### config.mk
export PLATFORM = sky130hd
export DESIGN_NAME = shell_sort_hibbard_gaps_core
export DESIGN_NICKNAME = d
export VERILOG_FILES = /design/src/hw/rtl/shs_pkg.sv /design/src/hw/rtl/shell_sort_hibbard_gaps_core.sv
export SDC_FILE = /design/constraint.sdc
export NUM_CORES = 2
export LEC_CHECK = 0
export BUFFER_PORTS_ARGS = -buffer_cell sky130_fd_sc_hd__buf_2
export CAP_MARGIN = 20
export CORE_ASPECT_RATIO = 1.4
export CORE_UTILIZATION = 45
export CTS_CLUSTER_SIZE = 14
export DETAILED_ROUTE_END_ITERATION = 6
export PLACE_DENSITY = 0.67
export SLEW_MARGIN = 20
export SYNTH_ARGS = -nofsm -noshare
export SYNTH_HDL_FRONTEND = slang
export SYNTH_SLANG_ARGS = --single-unit
### constraint.sdc
create_clock -name clk -period 8.5 [get_ports clk]
set_input_delay 1.275 -clock clk [delete_from_list [all_inputs] [get_ports clk]]
set_output_delay 1.275 -clock clk [all_outputs]
set_load 0.1 [all_outputs]
### src/hw/rtl/shs_pkg.sv
// ---------------------------------------------------------------------------
// shs_pkg
// Shared types, sizes and helpers for the Hibbard-gap Shell sort core.
// ---------------------------------------------------------------------------
package shs_pkg;

	localparam int MAX_ELEMENTS = 64;
	localparam int DATA_W       = 32;
	localparam int IDX_W        = (MAX_ELEMENTS > 1) ? $clog2(MAX_ELEMENTS) : 1;
	localparam int CNT_W        = $clog2(MAX_ELEMENTS + 1);
	localparam int EXP_W        = $clog2(CNT_W);

	typedef logic signed [DATA_W-1:0] elem_t;
	typedef logic [IDX_W-1:0]         idx_t;
	typedef logic [CNT_W-1:0]         cnt_t;
	typedef logic [EXP_W-1:0]         exp_t;

	// Number of gapped passes for a set of n values. The first gap is
	// 2^t - 1, so t is also the exponent of the opening gap.
	function automatic exp_t pass_count(input cnt_t n);
		exp_t lg;
		lg = '0;
		for (int b = 0; b < CNT_W; b++) begin
			if (n[b]) begin
				lg = EXP_W'(b);
			end
		end
		if (n < cnt_t'(4)) begin
			return exp_t'(1);
		end
		return lg - exp_t'(1);
	endfunction

endpackage

### src/hw/rtl/shell_sort_hibbard_gaps_core.sv
// A set loads at one beat per cycle; the sort then sets up the gap of each pass, fetches each
// element to insert, reads and compares along its chain, and writes the element when it
// reaches the front of its chain. Each value is read from the store and presented, and the
// next one is read only after the previous one was taken.
// Throughput is one set at a time: no input beat is accepted from the last beat of a set
// until its final value has been taken. Reset clears the sequencer, the fill count and the output valid only.
// ---------------------------------------------------------------------------
// shell_sort_hibbard_gaps_core
// Collects a set of signed values and returns them in ascending order using
// a Shell sort over the gap sequence 2^t-1, ..., 7, 3, 1.
// ---------------------------------------------------------------------------
module shell_sort_hibbard_gaps_core
	import shs_pkg::*;
(
	input  logic              clk,
	input  logic              arst_n,
	input  logic              in_valid,
	output logic              in_stall,
	input  logic signed [31:0] value,
	input  logic              is_last,
	output logic              out_valid,
	input  logic              out_stall,
	output logic signed [31:0] sorted_value,
	output logic              end_of_set
);

	localparam logic [3:0] ST_LOAD    = 4'd0;
	localparam logic [3:0] ST_PASS    = 4'd1;
	localparam logic [3:0] ST_RD_I    = 4'd2;
	localparam logic [3:0] ST_GET_I   = 4'd3;
	localparam logic [3:0] ST_CHK     = 4'd4;
	localparam logic [3:0] ST_CMP     = 4'd5;
	localparam logic [3:0] ST_EM_RD   = 4'd6;
	localparam logic [3:0] ST_EM_LD   = 4'd7;
	localparam logic [3:0] ST_EM_HOLD = 4'd8;

	logic [3:0] state_q;
	cnt_t       count_q;
	cnt_t       n_q;
	exp_t       exp_q;
	cnt_t       gap_q;
	cnt_t       i_q;
	idx_t       j_q;
	idx_t       k_q;
	elem_t      held_q;
	elem_t      rdata_q;
	elem_t      mem_q [MAX_ELEMENTS];

	logic       out_valid_q;
	elem_t      sorted_value_q;
	logic       end_of_set_q;

	logic       in_acc;
	logic       out_acc;
	logic       we;
	idx_t       waddr;
	elem_t      wdata;
	idx_t       raddr;
	logic       j_ge_gap;
	logic       held_less;
	cnt_t       i_next;
	cnt_t       count_next;
	cnt_t       gap_new;

	assign in_stall     = (state_q != ST_LOAD);
	assign in_acc       = in_valid && !in_stall;
	assign out_valid    = out_valid_q;
	assign sorted_value = sorted_value_q;
	assign end_of_set   = end_of_set_q;
	assign out_acc      = out_valid_q && !out_stall;

	assign j_ge_gap   = ({1'b0, j_q} >= gap_q);
	assign held_less  = (held_q < rdata_q);
	assign i_next     = i_q + cnt_t'(1);
	assign count_next = (count_q < cnt_t'(MAX_ELEMENTS)) ? count_q + cnt_t'(1) : count_q;
	assign gap_new    = (cnt_t'(1) << exp_q) - cnt_t'(1);

	always_comb begin
		we    = 1'b0;
		waddr = count_q[IDX_W-1:0];
		wdata = value;
		raddr = i_q[IDX_W-1:0];
		case (state_q)
			ST_LOAD: begin
				we = in_acc && (count_q < cnt_t'(MAX_ELEMENTS));
			end
			ST_CHK: begin
				raddr = j_q - gap_q[IDX_W-1:0];
				if (!j_ge_gap) begin
					we    = 1'b1;
					waddr = j_q;
					wdata = held_q;
				end
			end
			ST_CMP: begin
				we    = 1'b1;
				waddr = j_q;
				wdata = held_less ? rdata_q : held_q;
			end
			ST_EM_RD: begin
				raddr = k_q;
			end
			default: begin
			end
		endcase
	end

	// Element memory: one write port, one registered read port.
	always_ff @(posedge clk) begin
		if (we) begin
			mem_q[waddr] <= wdata;
		end
		rdata_q <= mem_q[raddr];
	end

	always_ff @(posedge clk or negedge arst_n) begin
		if (!arst_n) begin
			state_q     <= ST_LOAD;
			count_q     <= '0;
			out_valid_q <= 1'b0;
		end else begin
			case (state_q)
				ST_LOAD: begin
					if (in_acc) begin
						count_q <= count_next;
						if (is_last) begin
							n_q     <= count_next;
							exp_q   <= pass_count(count_next);
							state_q <= ST_PASS;
						end
					end
				end
				ST_PASS: begin
					if (exp_q == '0) begin
						k_q     <= '0;
						state_q <= ST_EM_RD;
					end else begin
						gap_q <= gap_new;
						i_q   <= gap_new;
						exp_q <= exp_q - exp_t'(1);
						// A gap as wide as the set leaves nothing to insert.
						if (gap_new < n_q) begin
							state_q <= ST_RD_I;
						end
					end
				end
				ST_RD_I: begin
					state_q <= ST_GET_I;
				end
				ST_GET_I: begin
					held_q  <= rdata_q;
					j_q     <= i_q[IDX_W-1:0];
					state_q <= ST_CHK;
				end
				ST_CHK: begin
					if (j_ge_gap) begin
						state_q <= ST_CMP;
					end else begin
						i_q     <= i_next;
						state_q <= (i_next < n_q) ? ST_RD_I : ST_PASS;
					end
				end
				ST_CMP: begin
					if (held_less) begin
						j_q     <= j_q - gap_q[IDX_W-1:0];
						state_q <= ST_CHK;
					end else begin
						i_q     <= i_next;
						state_q <= (i_next < n_q) ? ST_RD_I : ST_PASS;
					end
				end
				ST_EM_RD: begin
					state_q <= ST_EM_LD;
				end
				ST_EM_LD: begin
					out_valid_q    <= 1'b1;
					sorted_value_q <= rdata_q;
					end_of_set_q   <= (cnt_t'(k_q) + cnt_t'(1) == n_q);
					state_q        <= ST_EM_HOLD;
				end
				ST_EM_HOLD: begin
					if (out_acc) begin
						out_valid_q <= 1'b0;
						if (end_of_set_q) begin
							count_q <= '0;
							state_q <= ST_LOAD;
						end else begin
							k_q     <= k_q + idx_t'(1);
							state_q <= ST_EM_RD;
						end
					end
				end
				default: begin
					state_q <= ST_LOAD;
				end
			endcase
		end
	end

	// A result beat is only ever presented while the emit sequence waits for it.
	a_out_only_in_hold: assert property (@(posedge clk) disable iff (!arst_n)
		out_valid |-> (state_q == ST_EM_HOLD))
		else $error("result presented outside the emit hold state");

	// The fill count never passes the store depth.
	a_count_bounded: assert property (@(posedge clk) disable iff (!arst_n)
		count_q <= cnt_t'(MAX_ELEMENTS))
		else $error("fill count beyond store depth");

	// The end marker sits on the value read from the last loaded entry.
	a_end_on_last: assert property (@(posedge clk) disable iff (!arst_n)
		(out_valid && end_of_set) |-> (cnt_t'(k_q) + cnt_t'(1) == n_q))
		else $error("end of set flagged on the wrong entry");

	// Taking the final value reopens the block for a fresh set.
	a_reopen_after_end: assert property (@(posedge clk) disable iff (!arst_n)
		(out_acc && end_of_set) |=> (state_q == ST_LOAD && count_q == '0))
		else $error("block did not reopen after the final value");

	// The insertion index never moves above the element being inserted.
	a_j_within_i: assert property (@(posedge clk) disable iff (!arst_n)
		(state_q == ST_CHK || state_q == ST_CMP) |-> ({1'b0, j_q} <= i_q))
		else $error("insertion index ran past the inserted element");

endmodule

# After elaboration in Yosys (flattened, before gate mapping)
# Memory sizes are Yosys's and may differ from the RTL's. A register that Yosys moved wholly into a read port is not among the register bits.
# Index checks and enable logic that the tools add are counted.
dict set report op_classes {
  n_addsub 8
  mul 0
  div 0
  order_cmp 6
  eq_ne 20
  n_shift 1
  muxes 56
  bitwise 1
  reduce_logical 25
}
# cell n
set op_table {}
lappend op_table {{32-bit two-way mux} 2}
lappend op_table {{32-bit case mux with 2 select lines} 1}
lappend op_table {{7-bit two-way mux} 7}
lappend op_table {{3-bit two-way mux} 16}
lappend op_table {{6-bit case mux with 2 select lines} 4}
lappend op_table {{4-bit case mux with 9 select lines} 1}
lappend op_table {{32-bit < comparator} 1}
lappend op_table {{6-bit two-way mux} 5}
lappend op_table {{7-bit case mux with 3 select lines} 1}
lappend op_table {{4-bit two-way mux} 5}
lappend op_table {{2-bit != test, second input constant} 10}
lappend op_table {{4-bit by 3-bit == test with 1-bit output, second input constant} 4}
lappend op_table {{5-bit AND reduction} 3}
lappend op_table {{7-bit by 1-bit adder with 7-bit output, second input constant} 2}
lappend op_table {{7-bit < comparator} 2}
lappend op_table {{7-bit case mux with 2 select lines} 1}
lappend op_table {{4-bit AND reduction} 3}
lappend op_table {{2-bit nonzero test} 5}
lappend op_table {{1-bit two-way mux} 9}
lappend op_table {{4-bit by 2-bit == test with 1-bit output, second input constant} 2}
lappend op_table {{6-bit by 1-bit adder with 7-bit output, second input constant} 1}
lappend op_table {{7-bit == test} 1}
lappend op_table {{6-bit by 7-bit greater-or-equal comparator with 1-bit output} 1}
lappend op_table {{7-bit by 3-bit < comparator with 1-bit output, second input constant} 1}
lappend op_table {{22 further kinds} 29}
dict set report word_totals {
  regBits 113
  latchBits 0
  mem_bits_rw 2048
  rom_bits 0
  in_bits 37
  out_inout_bits 35
  elab_cells 130
  memories 1
}
# memory words word_bits read_ports rd_ports_with_merged_regs write_ports line_no
set memory_table {}
lappend memory_table {mem_q 64 32 1 1 1 shell_sort_hibbard_gaps_core.sv:47} ;# elem_t mem_q [MAX_ELEMENTS];

# Depth between registers and ports, before layout
dict set report logic_depth {
  depth_word 16
  ltp_mapped 15
  ltp_nobuf 14
}

# Worst setup path after synthesis
# Ideal clock, no wire load.
dict set report synth_path {
  path_type {register to register}
  from {register held_q[21]}
  to {memory mem_q[0][0] in the netlist's numbering, data pin}
  setup_time_ns 0.542
  arrival_ns 3.917
  required_time_ns 7.958
  path_slack_ns 4.041
  stages_incl_launch_ff 11
  path_buffers 1
  period_less_slack_ns 4.459
  path_cell_list {edfxtp_1 ha_1 a21o_1 a21o_1 a21oi_1 o21ai_0 a211o_1 or2_2 clkbuf_1 mux2i_1 o211ai_1}
}
dict set report synth_via {
  elab_chain_cells 3
}
# item line_no
set synth_rtl {}
lappend synth_rtl {{start: declaration} shell_sort_hibbard_gaps_core.sv:45} ;# elem_t held_q;
lappend synth_rtl {{start signal: assignment} shell_sort_hibbard_gaps_core.sv:151} ;# held_q <= rdata_q;
lappend synth_rtl {{32-bit < comparator} shell_sort_hibbard_gaps_core.sv:73} ;# assign held_less = (held_q < rdata_q);
lappend synth_rtl {{32-bit two-way mux} shell_sort_hibbard_gaps_core.sv:98} ;# wdata = held_less ? rdata_q : held_q;
lappend synth_rtl {{32-bit case mux with 2 select lines} shell_sort_hibbard_gaps_core.sv:83} ;# case (state_q)
lappend synth_rtl {{via wdata[0]} shell_sort_hibbard_gaps_core.sv:57} ;# elem_t wdata;
lappend synth_rtl {{end: declaration} shell_sort_hibbard_gaps_core.sv:47}
# The timed path passes the listed nets, and every way through them passes these cells.

# Worst setup path in the final report
dict set report layout_path {
  from {register j_q[1]}
  to {memory mem_q[32][3] in the netlist's numbering, enable pin}
}
dict set report layout_via {
  elab_chain_cells 5
  elab_cells_between_ends 7
  classes_between {1 x order compare; 6 x mux}
}
# item line_no
set layout_rtl {}
lappend layout_rtl {{start: declaration} shell_sort_hibbard_gaps_core.sv:43} ;# idx_t j_q;
lappend layout_rtl {{start signal: assignment} shell_sort_hibbard_gaps_core.sv:152} ;# j_q <= i_q[IDX_W-1:0];
lappend layout_rtl {{start signal: assignment} shell_sort_hibbard_gaps_core.sv:165} ;# j_q <= j_q - gap_q[IDX_W-1:0];
lappend layout_rtl {{6-bit by 7-bit greater-or-equal comparator with 1-bit output} shell_sort_hibbard_gaps_core.sv:72} ;# assign j_ge_gap = ({1'b0, j_q} >= gap_q);
lappend layout_rtl {{1-bit two-way mux} shell_sort_hibbard_gaps_core.sv:89} ;# if (!j_ge_gap) begin
lappend layout_rtl {{1-bit case mux with 3 select lines} shell_sort_hibbard_gaps_core.sv:83}
lappend layout_rtl {{1-bit two-way mux} shell_sort_hibbard_gaps_core.sv:110} ;# if (we) begin
lappend layout_rtl {{1-bit two-way mux (implied by the code)} shell_sort_hibbard_gaps_core.sv:111} ;# mem_q[waddr] <= wdata;
# Several ways; a longest one is shown, not always the timed one.

==> results.sh <==
export IMPL_status="complete, no violations"
export IMPL_p_leak_nw=30.2
export IMPL_cpPeakStageDelay_ns=1.06
export IMPL_drv_cap=0
export IMPL_antenna_found_initial=19
export IMPL_die_h_um=520
export IMPL_drtPass1Iterations=5
export IMPL_grt_max_degree=107
export IMPL_clock_root_buffer="clkbuf_16"
export IMPL_r2r_start="j_q[1]"
export IMPL_drt_iter0_markers=6002
export IMPL_crit_buf_inv=1
export IMPL_rsz0062_at_grt="false"
export IMPL_synth_cell_area_mm2=0.0864
export IMPL_postSynth_asyncResetShare_pct=0.547
export IMPL_ys_flop_type="edfxtp_1"
export IMPL_clk_pin_slew_ns=0.07
export IMPL_worstSetupStartpointType="flop"
export IMPL_htree_levels=4
export IMPL_fin_tns_setup_ns=0
export IMPL_synth_cell_types=76
export IMPL_clock_sinks=2193
export IMPL_synth_edff_count=2149
export IMPL_synthCells=4253
export IMPL_worst_ir_drop_vdd_mv=0.256
export IMPL_reg2reg_depth=10
export IMPL_critPathMaxFanout=42
export IMPL_crit_cells=10
export IMPL_cts_setup_buffers=0
export IMPL_ys_warn_count=0
export IMPL_insertion_delay_ns=0.84
export IMPL_crit_family="simple AND/OR/NAND/NOR gates"
export IMPL_setup_slack_ns=3.38
export IMPL_pin_count=72
export IMPL_detail_route_antenna_nets=0
export IMPL_post_place_ws_ns=3.24
export IMPL_p_per_area_mw_per_mm2=328
export IMPL_tightest_slew_ns=1.25
export IMPL_core_area_mm2=0.190
export IMPL_cp_required_ns=8.92
export IMPL_setup_viol=0
export IMPL_track_usage_pct=23.1
export IMPL_ys_seq_area_share_pct=75.8
export IMPL_die_w_um=372
export IMPL_cts_resized=0
export IMPL_start_util_pct=45.4
export IMPL_postSynthAreaPerCell_um2=20.3
export IMPL_grt_pass1_wl_um=316000
export IMPL_hold_buffers=0
export IMPL_gr_total_overflow=0
export IMPL_clockBufferDepth=4
export IMPL_reg2reg_slack_ns=3.38
export IMPL_worstPathCellList="ha_1, nor2b_1, o31a_1, o22ai_2, a211oi_2, a211o_1, buf_4, mux2i_1, nand2b_1, nor2_4"
export IMPL_vias=43700
export IMPL_finClkSkew_ns=0.0459
export IMPL_setup_worst_path_end_class="flop"
export IMPL_r2r_end="mem_q[32][3]"
export IMPL_crit_arrival_ns=5.55
export IMPL_grt_pass1_vias=42702
export IMPL_ys_seq_elements=2193
export IMPL_worstHoldPathType="input pin to asynchronous set/reset pin"
export IMPL_wl_per_cell_um=32.1
export IMPL_die_area_mm2=0.194
export IMPL_vias_per_cell=6.24
export IMPL_wirelength_um=225000
export IMPL_rows=189
export IMPL_place_congestion=1.02
export IMPL_worst_path_max_delay_cell="nor2_4"
export IMPL_period_share_pct=60.3
export IMPL_crit_path_end="mem_q[32][3]"
export IMPL_dp_hpwl_um=131000
export IMPL_layout_nets=4465
export IMPL_cp_startpoint="j_q[1]"
export IMPL_syn_num_nets=4350
export IMPL_timing_final_hold_violations=0
export IMPL_slew_headroom_pct=16.7
export IMPL_area_delta_synth_final_pct=11.4
export IMPL_drc_errors=0
export IMPL_cts_tree="yes"
export IMPL_crit_type="flop to flop"
export IMPL_drive_gt1_share_pct=22.9
export IMPL_min_period_ns=5.12
export IMPL_final_max_slew_viol_count=0
export IMPL_port_buffers=71
export IMPL_cts_buffers=198
export IMPL_fmax_mhz=195
## cell families (layout without fill, tap and decap cells)
family                   Yosys count  in the layout  share of synthesized area (%)
flip-flops                      2193           2193                           75.8
AND/OR/NAND/NOR                  670            670                           3.55
multiplexers                     618            618                           14.5
AO/OA/AOI/OAI                    392            392                           3.42
buffers and inverters            291            529                           1.60
adder cells (fa/ha/maj)           60             60                          0.878
XOR/XNOR                          29             29                          0.294
other                              0             28                              0
## worst reg2reg max path, cell delays in order, from the launching register on
cell and delay [ns]:
edfxtp_1 0.52, ha_1 0.35, nor2b_1 0.17, o31a_1 0.21, o22ai_2 0.15, a211oi_2 0.46
a211o_1 0.21, buf_4 0.47, mux2i_1 0.35, nand2b_1 0.73, nor2_4 1.07
## state kept, by name, indices dropped and copies added (netlist names), 4 cells and up
register and count:
held_q 32, i_q 7, count_q 7, j_q 6
rdata_q 32, mem_q 2048, sorted_value 32, k_q 6
gap_q 7, n_q 7, state_q 4
## cell usage in the layout (no fill, tap or decap), types with 32 or more instances in the layout
cell type	count
a22o_1	33
a22oi_1	65
a32oi_1	101
buf_2	71
buf_4	60
clkbuf_1	50
clkbuf_16	200
clkinv_1	37
dfxtp_1	32
edfxtp_1	2149
ha_1	58
inv_1	56
mux2i_1	103
mux4_2	504
nand2_1	269
nand3_1	76
nor2_1	71
nor2_4	69
nor3_1	40
o21ai_0	63
## where the power goes
| part | internal (mW) | switching [mW] |
|---|---|---|
| logic | 3.01 | 6.48 |
| clock network | 4.54 | 3.79 |
| registers | 13.4 | 0.349 |
| total | 20.9 | 10.6 |
## synth_stat cells, types with 4 or more instances
library cell / instances / area [um2]
and3_1: 14 / 87.6
ha_1: 59 / 738
a21o_1: 13 / 97.6
and4_1: 31 / 272
nor2b_1: 6 / 37.5
buf_1: 24 / 90.1
mux2i_1: 103 / 1030
nor3_1: 45 / 225
a22oi_1: 65 / 488
nand4_1: 5 / 31.3
a32oi_1: 101 / 885
a31oi_1: 7 / 43.8
nand2_1: 299 / 1120
nor2_1: 142 / 533
nor4_1: 4 / 25.0
buf_6: 13 / 146
o21ai_0: 63 / 315
dfxtp_1: 32 / 641
edfxtp_1: 2149 / 64500
buf_4: 41 / 308
and2_1: 7 / 43.8
a211oi_1: 4 / 30.0
clkbuf_1: 132 / 495
xnor2_1: 17 / 149
a311oi_1: 30 / 263
dfrtp_1: 12 / 300
nand3_1: 76 / 380
buf_2: 23 / 115
o21a_1: 7 / 52.6
a211o_1: 4 / 35.0
mux2_2: 10 / 113
inv_1: 56 / 210
xor2_1: 12 / 105
nand2b_1: 19 / 119
o21ai_1: 4 / 20.0
a21oi_1: 28 / 140
mux4_2: 504 / 11400
a22o_1: 33 / 289
## how the worst min path moves through the flow
stage	slack (ns)	cells after the start	to
2_1_floorplan	0.44	0	held_q[31]
3_3_place_gp	0.55	2	out_valid
3_5_place_dp	0.57	0	held_q[15]
4_1_cts	0.36	1	state_q[2]
5_1_grt	0.40	1	state_q[3]
6_report	0.39	1	state_q[2]
## metal layers
layer  track usage [%]  wire [um]  vias up
li1                  -          -    17829
met1              31.8      85300    23085
met2              35.3     106000     2336
met3              3.51      19900      448
met4              12.8      13700        2
met5                 0         16        -
## through the flow
stage               hold slack, ns  std cells  cell area, um2  util, %  power, mW
CTS                          0.362       6969           96000     50.5       31.5
finish                       0.389       7002           96200     50.6       31.5
floorplan                    0.439       4253           86400        -       19.4
global placement             0.554       6641           90100     47.4       23.2
global route                 0.399       6998           96200     50.6       32.4
detailed placement           0.571       6646           90200     47.5       23.3
## layout make-up
class	count	area [um2]
Clock inverter	61	442
Clock buffer	262	5360
Fill cell	14968	93900
Tap cell	2483	3110
Multi-Input combinational cell	1769	20300
Antenna cell	28	70.1
Timing Repair Buffer	150	1240
Sequential cell	2193	65500
Inverter	56	210
Power figures use the tool's default switching activity.
